[config.mk]
export PLATFORM = sky130hd
export DESIGN_NAME = utf8_to_utf32_decoder_flat
export DESIGN_NICKNAME = d
export VERILOG_FILES = /design/src/sv/u8dec_pkg.sv /design/src/sv/u8dec_if.sv /design/src/sv/u8dec_step.sv /design/src/sv/utf8_to_utf32_decoder.sv /design/src/flat_wrapper.sv
export SDC_FILE = /design/constraint.sdc
export NUM_CORES = 1
export LEC_CHECK = 0
export ABC_AREA = 1
export BUFFER_PORTS_ARGS = -buffer_cell sky130_fd_sc_hd__buf_4
export CAP_MARGIN = 5
export CELL_PAD_IN_SITES_DETAIL_PLACEMENT = 1
export CELL_PAD_IN_SITES_GLOBAL_PLACEMENT = 2
export CORE_MARGIN = 1
export CORE_UTILIZATION = 35
export CTS_BUF_LIST = sky130_fd_sc_hd__clkbuf_8
export CTS_CLUSTER_DIAMETER = 40
export DETAILED_ROUTE_END_ITERATION = 7
export GPL_TIMING_DRIVEN = 0
export PLACE_DENSITY_LB_ADDON = 0.25
export SLEW_MARGIN = 5
export SYNTH_ARGS = -nofsm -noshare
export SYNTH_HDL_FRONTEND = slang
export SYNTH_SLANG_ARGS = --single-unit
export TNS_END_PERCENT = 5
[constraint.sdc]
create_clock -name clk -period 4.04 [get_ports clk]
set_input_delay 0.808 -clock clk [delete_from_list [all_inputs] [get_ports clk]]
set_output_delay 0.808 -clock clk [all_outputs]
set_load 0.03 [all_outputs]
[src/sv/u8dec_pkg.sv]
// Package: shared widths, constants and state/result types for the UTF-8 decoder.
`default_nettype none
package u8dec_pkg;

  localparam int BYTE_W  = 8;
  localparam int CP_W    = 21;
  localparam int COUNT_W = 12;
  localparam int BYTES_W = 14;

  // Highest character limit the counters support
  localparam logic [COUNT_W-1:0] CHAR_LIMIT = 12'd4095;
  localparam logic [BYTES_W-1:0] BYTES_MAX  = 14'h3FFF;

  // Lead byte class masks and patterns
  localparam logic [BYTE_W-1:0] LEAD4_MASK = 8'hF8;
  localparam logic [BYTE_W-1:0] LEAD4_PAT  = 8'hF0;
  localparam logic [BYTE_W-1:0] LEAD3_MASK = 8'hF0;
  localparam logic [BYTE_W-1:0] LEAD3_PAT  = 8'hE0;
  localparam logic [BYTE_W-1:0] LEAD2_MASK = 8'hE0;
  localparam logic [BYTE_W-1:0] LEAD2_PAT  = 8'hC0;

  // Continuation bytes still expected after each lead class
  localparam logic [1:0] CONT_NONE = 2'd0;
  localparam logic [1:0] CONT_ONE  = 2'd1;
  localparam logic [1:0] CONT_TWO  = 2'd2;
  localparam logic [1:0] CONT_THREE = 2'd3;

  typedef struct packed {
    logic               finished;
    logic [1:0]         bytes_left;
    logic [COUNT_W-1:0] char_count;
    logic [BYTES_W-1:0] byte_count;
    logic [CP_W-1:0]    accumulator;
  } u8dec_state_t;

  typedef struct packed {
    logic               valid;
    logic [CP_W-1:0]    code_point;
    logic               is_end;
    logic [BYTES_W-1:0] bytes_used;
  } u8dec_result_t;

endpackage
`default_nettype wire

[src/sv/u8dec_if.sv]
// Interfaces: byte request channel and code point result channel.
`default_nettype none
interface u8dec_in_if import u8dec_pkg::*; ();
  logic              valid;
  logic              ready;
  logic [BYTE_W-1:0] data_byte;
  logic              starts_string;

  modport source (output valid, output data_byte, output starts_string, input ready);
  modport sink   (input valid, input data_byte, input starts_string, output ready);
endinterface

interface u8dec_out_if import u8dec_pkg::*; ();
  logic               valid;
  logic               ready;
  logic [CP_W-1:0]    code_point;
  logic               is_end;
  logic [BYTES_W-1:0] bytes_used;

  modport source (output valid, output code_point, output is_end, output bytes_used,
                  input ready);
  modport sink   (input valid, input code_point, input is_end, input bytes_used,
                  output ready);
endinterface
`default_nettype wire

[src/sv/u8dec_step.sv]
// Decode step: next decoder state and optional result for one input byte.
`default_nettype none
module u8dec_step import u8dec_pkg::*; (
  input  u8dec_state_t       cur,
  input  logic [BYTE_W-1:0]  data_byte,
  input  logic               starts_string,
  input  logic [COUNT_W-1:0] limit,
  output u8dec_state_t       nxt,
  output u8dec_result_t      res
);

  u8dec_state_t       st;
  logic [BYTES_W-1:0] bytes_inc;
  logic [COUNT_W-1:0] cc_inc;
  logic               emit;
  logic [CP_W-1:0]    emit_cp;
  logic               hit_limit;

  always_comb begin
    // Start flag drops any partial character and clears the counters
    st = cur;
    if (starts_string) begin
      st = '0;
    end

    bytes_inc = (st.byte_count == BYTES_MAX) ? st.byte_count : st.byte_count + 1'b1;
    cc_inc    = st.char_count + 1'b1;
    hit_limit = (cc_inc >= limit);

    nxt     = st;
    res     = '0;
    emit    = 1'b0;
    emit_cp = '0;

    if (st.finished) begin
      // dropped until the next start flag
      emit = 1'b0;
    end else if (st.bytes_left != CONT_NONE) begin
      // continuation: take the low six bits whatever the byte holds
      nxt.byte_count  = bytes_inc;
      nxt.accumulator = {st.accumulator[CP_W-7:0], data_byte[5:0]};
      nxt.bytes_left  = st.bytes_left - 1'b1;
      if (st.bytes_left == CONT_ONE) begin
        emit    = 1'b1;
        emit_cp = {st.accumulator[CP_W-7:0], data_byte[5:0]};
      end
    end else if (data_byte == '0) begin
      // NUL lead byte ends the string
      nxt.finished   = 1'b1;
      res.valid      = 1'b1;
      res.is_end     = 1'b1;
      res.bytes_used = st.byte_count;
    end else begin
      nxt.byte_count = bytes_inc;
      if (!data_byte[7]) begin
        emit    = 1'b1;
        emit_cp = {{(CP_W-BYTE_W){1'b0}}, data_byte};
      end else if ((data_byte & LEAD4_MASK) == LEAD4_PAT) begin
        nxt.accumulator = {{(CP_W-3){1'b0}}, data_byte[2:0]};
        nxt.bytes_left  = CONT_THREE;
      end else if ((data_byte & LEAD3_MASK) == LEAD3_PAT) begin
        nxt.accumulator = {{(CP_W-4){1'b0}}, data_byte[3:0]};
        nxt.bytes_left  = CONT_TWO;
      end else if ((data_byte & LEAD2_MASK) == LEAD2_PAT) begin
        nxt.accumulator = {{(CP_W-5){1'b0}}, data_byte[4:0]};
        nxt.bytes_left  = CONT_ONE;
      end else begin
        // stray high byte decodes as code point zero
        emit    = 1'b1;
        emit_cp = '0;
      end
    end

    // Character completed: count it and check the limit
    if (emit) begin
      nxt.char_count = cc_inc;
      res.valid      = 1'b1;
      res.code_point = emit_cp;
      if (hit_limit) begin
        nxt.finished   = 1'b1;
        res.is_end     = 1'b1;
        res.bytes_used = nxt.byte_count;
      end
    end
  end

endmodule
`default_nettype wire

[src/sv/utf8_to_utf32_decoder.sv]
// Top level: streaming UTF-8 to UTF-32 code point decoder.
//
//   channel   dir  fields                                  notes
//   in_chan   in   data_byte[7:0], starts_string           valid/ready
//   out_chan  out  code_point[20:0], is_end, bytes_used    valid/ready
//   cfg_*     in   cfg_wdata[11:0] = max_chars             write enable only
//
// One byte per cycle sustained while the result channel is not stalled: a byte is
// captured in the input register and decoded into the result register.
// The throughput is set by the combinational decode step between those registers.
// Reset (rst_n, synchronous) leaves the decoder finished, waiting for a start flag.
// A stalled result holds the input register, even for a byte that gives no result.
`default_nettype none
module utf8_to_utf32_decoder import u8dec_pkg::*; (
  input  logic               clk,
  input  logic               rst_n,
  u8dec_in_if.sink           in_chan,
  u8dec_out_if.source        out_chan,
  input  logic               cfg_we,
  input  logic [COUNT_W-1:0] cfg_wdata
);

  logic [COUNT_W-1:0] limit_r;
  logic               s1_valid_r;
  logic [BYTE_W-1:0]  s1_byte_r;
  logic               s1_start_r;
  u8dec_state_t       st_r;
  u8dec_state_t       st_nxt;
  u8dec_result_t      res;
  logic               out_valid_r;
  logic [CP_W-1:0]    out_cp_r;
  logic               out_end_r;
  logic [BYTES_W-1:0] out_bytes_r;
  logic               out_free;
  logic               adv;
  logic               in_acc;

  assign out_free = !out_valid_r || out_chan.ready;
  assign adv      = s1_valid_r && out_free;
  assign in_chan.ready = !s1_valid_r || out_free;
  assign in_acc   = in_chan.valid && in_chan.ready;

  // Effective limit: zero acts as one, capped at CHAR_LIMIT
  always_ff @(posedge clk) begin
    if (!rst_n) begin
      limit_r <= CHAR_LIMIT;
    end else if (cfg_we) begin
      if (cfg_wdata == '0) begin
        limit_r <= {{(COUNT_W-1){1'b0}}, 1'b1};
      end else if (cfg_wdata > CHAR_LIMIT) begin
        limit_r <= CHAR_LIMIT;
      end else begin
        limit_r <= cfg_wdata;
      end
    end
  end

  // Input register
  always_ff @(posedge clk) begin
    if (!rst_n) begin
      s1_valid_r <= 1'b0;
    end else if (in_acc) begin
      s1_valid_r <= 1'b1;
    end else if (adv) begin
      s1_valid_r <= 1'b0;
    end
  end

  always_ff @(posedge clk) begin
    if (in_acc) begin
      s1_byte_r  <= in_chan.data_byte;
      s1_start_r <= in_chan.starts_string;
    end
  end

  u8dec_step u_step (
    .cur           (st_r),
    .data_byte     (s1_byte_r),
    .starts_string (s1_start_r),
    .limit         (limit_r),
    .nxt           (st_nxt),
    .res           (res)
  );

  // Decoder state
  always_ff @(posedge clk) begin
    if (!rst_n) begin
      st_r <= '{finished: 1'b1, bytes_left: CONT_NONE, char_count: '0,
                byte_count: '0, accumulator: '0};
    end else if (adv) begin
      st_r <= st_nxt;
    end
  end

  // Result register
  always_ff @(posedge clk) begin
    if (!rst_n) begin
      out_valid_r <= 1'b0;
    end else if (adv) begin
      out_valid_r <= res.valid;
    end else if (out_chan.ready) begin
      out_valid_r <= 1'b0;
    end
  end

  always_ff @(posedge clk) begin
    if (adv && res.valid) begin
      out_cp_r    <= res.code_point;
      out_end_r   <= res.is_end;
      out_bytes_r <= res.bytes_used;
    end
  end

  assign out_chan.valid      = out_valid_r;
  assign out_chan.code_point = out_cp_r;
  assign out_chan.is_end     = out_end_r;
  assign out_chan.bytes_used = out_bytes_r;

  // A partial character never coexists with a finished string
  a_partial_not_finished: assert property (@(posedge clk) disable iff (!rst_n)
    st_r.bytes_left != CONT_NONE |-> !st_r.finished)
    else $error("partial character held while finished");

  // An end result leaves the decoder finished
  a_end_finishes: assert property (@(posedge clk) disable iff (!rst_n)
    adv && res.valid && res.is_end |=> st_r.finished)
    else $error("end result did not finish the string");

  // Byte count only reported with the end mark
  a_bytes_on_end: assert property (@(posedge clk) disable iff (!rst_n)
    out_valid_r && !out_end_r |-> out_bytes_r == '0)
    else $error("bytes_used set on a non-end result");

  // Bytes after the end and before a start flag give no result
  a_drop_after_end: assert property (@(posedge clk) disable iff (!rst_n)
    adv && st_r.finished && !s1_start_r |-> !res.valid)
    else $error("result produced after end of string");

endmodule
`default_nettype wire
[src/flat_wrapper.sv]
// flat-port wrapper written by rule: the top's interface ports become plain ports
module utf8_to_utf32_decoder_flat import u8dec_pkg::*;
  (clk, rst_n, cfg_we, cfg_wdata, in_chan_valid, in_chan_data_byte, in_chan_starts_string, in_chan_ready, out_chan_valid, out_chan_code_point, out_chan_is_end, out_chan_bytes_used, out_chan_ready);
  u8dec_in_if in_chan_i ();
  u8dec_out_if out_chan_i ();
  input  logic clk;
  input  logic rst_n;
  input  logic cfg_we;
  input  logic [COUNT_W-1:0] cfg_wdata;
  input wire logic [$bits(in_chan_i.valid)-1:0] in_chan_valid;
  input wire logic [$bits(in_chan_i.data_byte)-1:0] in_chan_data_byte;
  input wire logic [$bits(in_chan_i.starts_string)-1:0] in_chan_starts_string;
  output wire logic [$bits(in_chan_i.ready)-1:0] in_chan_ready;
  output wire logic [$bits(out_chan_i.valid)-1:0] out_chan_valid;
  output wire logic [$bits(out_chan_i.code_point)-1:0] out_chan_code_point;
  output wire logic [$bits(out_chan_i.is_end)-1:0] out_chan_is_end;
  output wire logic [$bits(out_chan_i.bytes_used)-1:0] out_chan_bytes_used;
  input wire logic [$bits(out_chan_i.ready)-1:0] out_chan_ready;
  assign in_chan_i.valid = in_chan_valid;
  assign in_chan_i.data_byte = in_chan_data_byte;
  assign in_chan_i.starts_string = in_chan_starts_string;
  assign in_chan_ready = in_chan_i.ready;
  assign out_chan_valid = out_chan_i.valid;
  assign out_chan_code_point = out_chan_i.code_point;
  assign out_chan_is_end = out_chan_i.is_end;
  assign out_chan_bytes_used = out_chan_i.bytes_used;
  assign out_chan_i.ready = out_chan_ready;
  utf8_to_utf32_decoder u_core (.clk(clk), .rst_n(rst_n), .in_chan(in_chan_i), .out_chan(out_chan_i), .cfg_we(cfg_we), .cfg_wdata(cfg_wdata));
endmodule
---- Word-level counts from Yosys, hierarchy flattened ----
Index checks and enable logic that the tools add are counted.
cells by class
  add/subtract/negate cells ............... 3
  order comparisons ....................... 2
  eq/ne operators ......................... 5
  mux-type cells .......................... 46
  bitwise gates (word level) .............. 1
  reductions and logical operators ........ 13
operators by type and width
  operator                 count
  $mux W21                 7
  $mux W35                 3
  $mux W15                 4
  $mux W50                 1
  $mux W37                 1
  $mux W12                 3
  $mux W1                  17
  $add A14 B1 Y14 const B  1
  $eq A14 B14 Y1 const B   1
  $mux W14                 1
  $mux W7                  2
  $add A12 B1 Y12 const B  1
  $ge A12 B12 Y1           1
  $gt A12 B12 Y1 const B   1
  $logic_not A12 Y1        1
  $mux W2                  6
  $logic_not A8 Y1         1
  $reduce_bool A2 Y1       3
  $eq A5 B5 Y1 const B     1
  $eq A4 B4 Y1 const B     1
  $eq A3 B3 Y1 const B     1
  $logic_and A1 B1 Y1      3
  $mux W3                  1
  $eq A2 B1 Y1 const B     1
  other kinds (5)          7
storage, ports and cells
  register bits ........................... 109
  input port bits ......................... 26
  output and inout port bits .............. 38
  word-level logic and storage cells ...... 83

---- Logic depth before layout (Yosys ltp) ----
  depth in word-level cells ............... 11
  gate-level depth with buffers ........... 21
  depth with buffers taken out ............ 19

---- Cells and area by module ----
A second synthesis with hierarchy kept.
second synthesis, totals
  cell total of the unflattened synthesis .. 839
  area, all modules ....................... 6189.7 um2
by module, submodules not included
  module                 times used  cells an instance  area each (um2)
  utf8_to_utf32_decoder  1           342                3638.5
  u8dec_step             1           497                2551.2

---- Worst setup path before layout ----
OpenSTA, ideal clock, no wires.
  path type ............................... register to register
  start ................................... register u_core.s1_byte_r[4]
  end ..................................... register u_core.out_bytes_r[0], in the netlist u_core.out_chan.bytes_used[0] (enable)
  library setup time ...................... 0.443 ns
  data arrival time ....................... 2.941 ns
  data required time ...................... 3.597 ns
  slack ................................... 0.657 ns
  cell stages (with the launch flop) ...... 8
  path buffers ............................ 0
  period minus slack after synthesis ...... 3.383 ns
  cells stage by stage .................... edfxtp_1 -> nor2_1 -> nand2_1 -> nor2_1 -> nand2_4 -> nor2_4 -> inv_1 -> a21oi_1
on the way
  word-level cells in the longest chain between the ends .. 9
  elaborated cells between the ends (all ways) .. 14
RTL lines
  element                   line                          text
  start: declaration        utf8_to_utf32_decoder.sv:25   logic [BYTE_W-1:0] s1_byte_r;
  start signal: assignment  utf8_to_utf32_decoder.sv:71   s1_byte_r <= in_chan.data_byte;
  $eq A4 B4 Y1              u8dec_step.sv:61              end else if ((data_byte & LEAD3_MASK) == LEAD3_PAT) begin
  $mux W1                   u8dec_step.sv:61
  $mux W1                   u8dec_step.sv:58              end else if ((data_byte & LEAD4_MASK) == LEAD4_PAT) begin
  $mux W1                   u8dec_step.sv:55              if (!data_byte[7]) begin
  $mux W1                   u8dec_step.sv:47              end else if (data_byte == '0) begin
  $mux W1                   u8dec_step.sv:38              end else if (st.bytes_left != CONT_NONE) begin
  $mux W1                   u8dec_step.sv:35              if (st.finished) begin
  $mux W37 (*)              u8dec_step.sv:75              if (emit) begin
  $logic_and A1 B1 Y1 (*)   utf8_to_utf32_decoder.sv:107  if (adv && res.valid) begin
  end signal: assignment    utf8_to_utf32_decoder.sv:110  out_bytes_r <= res.bytes_used;
  end: declaration          utf8_to_utf32_decoder.sv:33   logic [BYTES_W-1:0] out_bytes_r;
Mark *: on every way between the ends. The rest lies on a longest branch, timed or not.
A chain may end at the register's enable or synchronous reset.

==> out/summary.txt <==
total grt overflow -> 0
chip width -> 127 um
buffer count from post-CTS setup fixing -> 0
largest net degree at the start of global routing -> 21
FMAX -> 272 MHz
post-synthesis compound-gate area fraction -> 13.2%
clock skew -> 0.0123 ns
drt wl/cell -> 17.1 um
Synth Area per Inst -> 7.64 um^2
Lkg Pwr -> 2.99 nW
vias per cell -> 5.15
PD cells -> 346 mW/mm^2
Hold WC Path Type -> reg -> reg
Root Buffer -> clkbuf_8
Yosys top cell area share -> 24.7%
most frequent cells in the layout -> 150 x nand2_1, 120 x inv_1, 63 x buf_4
Yosys cell types -> 40
Place WS -> 0.399 ns
R2R Path End -> u_core.out_chan.bytes_used[0]
commonest non-fill, non-tap cell in the layout -> nand2_1
I/O pin total -> 64
Worst Tran Pin Value -> 0.781 ns
DP HPWL -> 12300 um
CP Capture Type -> flop
CTS Buf Count -> 9
cell family with most CP delay -> buffers and inverters
crit-path cells -> buf_6 -> clkbuf_1 -> nor2_1 -> ha_1 -> nand2_1 -> nor2_1 -> inv_1 -> o21ai_1 -> o21ai_0 -> inv_1 -> ha_1 -> nand2_1 -> nor2_1 -> nand3_1 -> nand4_1 -> nand2_2 -> buf_6 -> o21ai_1 -> inv_1
RR Startpoint -> u_core.s1_start_r
Worst EP arrival -> 3.81 ns
fin crit share -> 90.9%
fin crit period -> 3.67 ns
status -> finished clean
GP Congestion -> 0.809
uppermost layer routed -> met4
Worst Hold Path EP -> u_core.st_r[46]
vias in the first global route -> 5331
RSZ-0062 raised after global routing -> no
Worst Hold Launch -> u_core.st_r[46]
hold_buf cts -> 0
Yosys top cell by area -> edfxtp_1
cell area after synthesis -> 0.00547 mm^2
IO Port Bufs -> 62
Reg2Reg Setup Slack -> 0.37 ns
minimum hold slack -> 0.476 ns
DRC -> 0
yosys warns -> 0
Clock Path Buffers -> 2
post-synthesis adder-cell area fraction -> 3.20%
CP Data Required Time -> 4.18 ns
Cells on Worst Hold Path -> 2
critical path startpoint category -> flop
final net count -> 830
Max VDD drop -> 0.139 mV
Initial Util -> 36.0%
Clock transition at path regs -> 0.11 ns
P&R area growth vs syn -> 17.5%
Seq/Total Area, Yosys -> 45.9%
initial antenna violation count -> 0
n_diodes -> 0
wire length on met3 -> 504 um
largest family of logic cells by synthesized area -> simple AND/OR/NAND/NOR gates
Routed Antenna Nets -> 0
row cnt -> 45
endpoints failing hold -> 0
Final Worst Setup Slack -> 0.369 ns
proportion of synthesized area in mux cells -> 0%
worst path bufs/invs -> 6
Worst path depth -> 19
wire length on met1 -> 7730 um
Final Setup Violations -> 0
clk_lat worst skew -> 0.39 ns
Synth Area in XOR/XNOR -> 1.44%
#FFs+latches synth -> 103
Max Cap Viol -> 0
Post-Synth Simple-Gate Area -> 25.0%
cell count after synthesis -> 716
worst-path fanout max -> 10
Worst R2R Path Depth -> 19
cell with the largest stage delay on the worst path -> clkbuf_1
1st-pass router iterations -> 4
GR Util All Layers -> 22.0%
first-pass GRT wire length -> 27500 um
final WL -> 16800 um
top post-synthesis cells by area -> edfxtp_1 25%, dfxtp_1 21%, nand2_1 10%
Vias -> 5060
Iteration-0 DRC Markers -> 225
post-cts gate resize count -> 0
CP Class -> reg -> reg
TritonCTS clock tree -> built
Clock Sinks -> 103
DIE HEIGHT -> 127 um
Clock H-tree levels -> 3
overall power -> 2.22 mW
core footprint -> 0.0152 mm^2
final count of pins violating max slew -> 0
Slew Limit Headroom -> 47.8%
share of layout cells above drive strength 1 -> 14.1%
DR WL met2 -> 8200 um
area of the die -> 0.0161 mm^2
syn_nets -> 756
Worst path max stage delay -> 0.57 ns
[cell usage after synthesis]
cell type and number:
nor2_1 54, nand4_1 9, o32ai_1 1, o22ai_1 7
a21oi_2 1, nor2_2 5, a31oi_1 2, o211ai_1 12
buf_4 1, nand2_4 2, a21oi_1 55, edfxtp_1 45
buf_6 4, or2_2 1, xnor2_1 1, clkbuf_1 16
o21ai_1 9, nand3_1 61, clkinv_1 1, ha_1 14
nand3_4 1, a221oi_1 1, dfxtp_1 58, nor4_1 4
o21a_1 1, a41oi_1 1, xor2_1 8, buf_2 4
buf_1 1, or2_1 1, nand2_1 150, inv_4 1
nor3_1 9, inv_2 5, o21ai_0 43, inv_1 119
nor3_4 1, nand2_2 2, nand4_2 1, nor2_4 4
[state kept, by name (all words and copies together) (netlist names)]
signal	cells
u_core.st_r	44
u_core.s1_start_r	1
u_core.out_chan.bytes_used	14
u_core.limit_r	12
u_core.out_chan.is_end	1
u_core.out_chan.valid	1
u_core.out_chan.code_point	21
u_core.s1_valid_r	1
u_core.s1_byte_r	8
[worst max path at each step]
stage | slack [ns] | end | start
after floorplan | 0.66 | u_core.out_chan.bytes_used[0] | out_chan_ready
after global placement | -0.62 | u_core.out_chan.code_point[2] | u_core.s1_byte_r[4]
after detailed placement | 0.40 | u_core.out_chan.bytes_used[7] | u_core.s1_start_r
after CTS | 0.35 | u_core.out_chan.bytes_used[7] | u_core.s1_start_r
after global routing | 0.08 | u_core.out_chan.bytes_used[10] | u_core.s1_start_r
final | 0.37 | u_core.out_chan.bytes_used[0] | u_core.s1_start_r
[cells by family (layout without fill, tap and decap cells)]
logic type | Yosys count | in the layout
compound gates | 133 | 133
xor+xnor | 9 | 9
fa+ha+maj | 14 | 14
buf+inv | 152 | 231
flops | 103 | 103
simple gates | 305 | 305
[worst register-to-register path, cell delays in order, from the launching register on]
cell and delay [ns]:
edfxtp_1 0.38, buf_6 0.19, clkbuf_1 0.57, nor2_1 0.20, ha_1 0.32, nand2_1 0.15, nor2_1 0.05, inv_1 0.06
o21ai_1 0.05, o21ai_0 0.10, inv_1 0.08, ha_1 0.28, nand2_1 0.05, nor2_1 0.19, nand3_1 0.11, nand4_1 0.12
nand2_2 0.10, buf_6 0.16, o21ai_1 0.18, inv_1 0.08
[where the power goes]
part	switching, mW	total, mW	leakage [nW]	internal [mW]
Combinational	0.219	0.320	1.96	0.101
Clock	0.390	0.741	0.107	0.350
Sequential	0.0289	1.16	0.923	1.13
Total	0.638	2.22	2.99	1.58
[final cells by class]
type                    count  area [um^2]
repair buffers             63          493
inverters                 126          475
fillers                  1882         8770
clock inverters             7         96.3
clock buffers               9          124
multi-input cells         461         2360
flip-flops and latches    103         2510
well taps                 188          235
plain buffers              26          136
[per-layer routing]
metal / GRT usage, % / vias up
met2: 38.8 / 87
met3: 3.43 / 23
met5: 0 / -
met1: 27.6 / 2458
li1: - / 2492
met4: 6.79 / 0
[stage by stage]
| stage | TNS (ns) | cell area [um^2] | utilization (%) | std cells |
|---|---|---|---|---|
| final | 0 | 6430 | 42.3 | 983 |
| after global routing | 0 | 6430 | 42.3 | 983 |
| after CTS | 0 | 6430 | 42.3 | 983 |
| after detailed placement | 0 | 6210 | 40.8 | 967 |
| after global placement | -22.80 | 6170 | 40.6 | 966 |
| after floorplan | 0 | 5470 | - | 716 |
No activity file was read; power rests on OpenSTA's default activity.
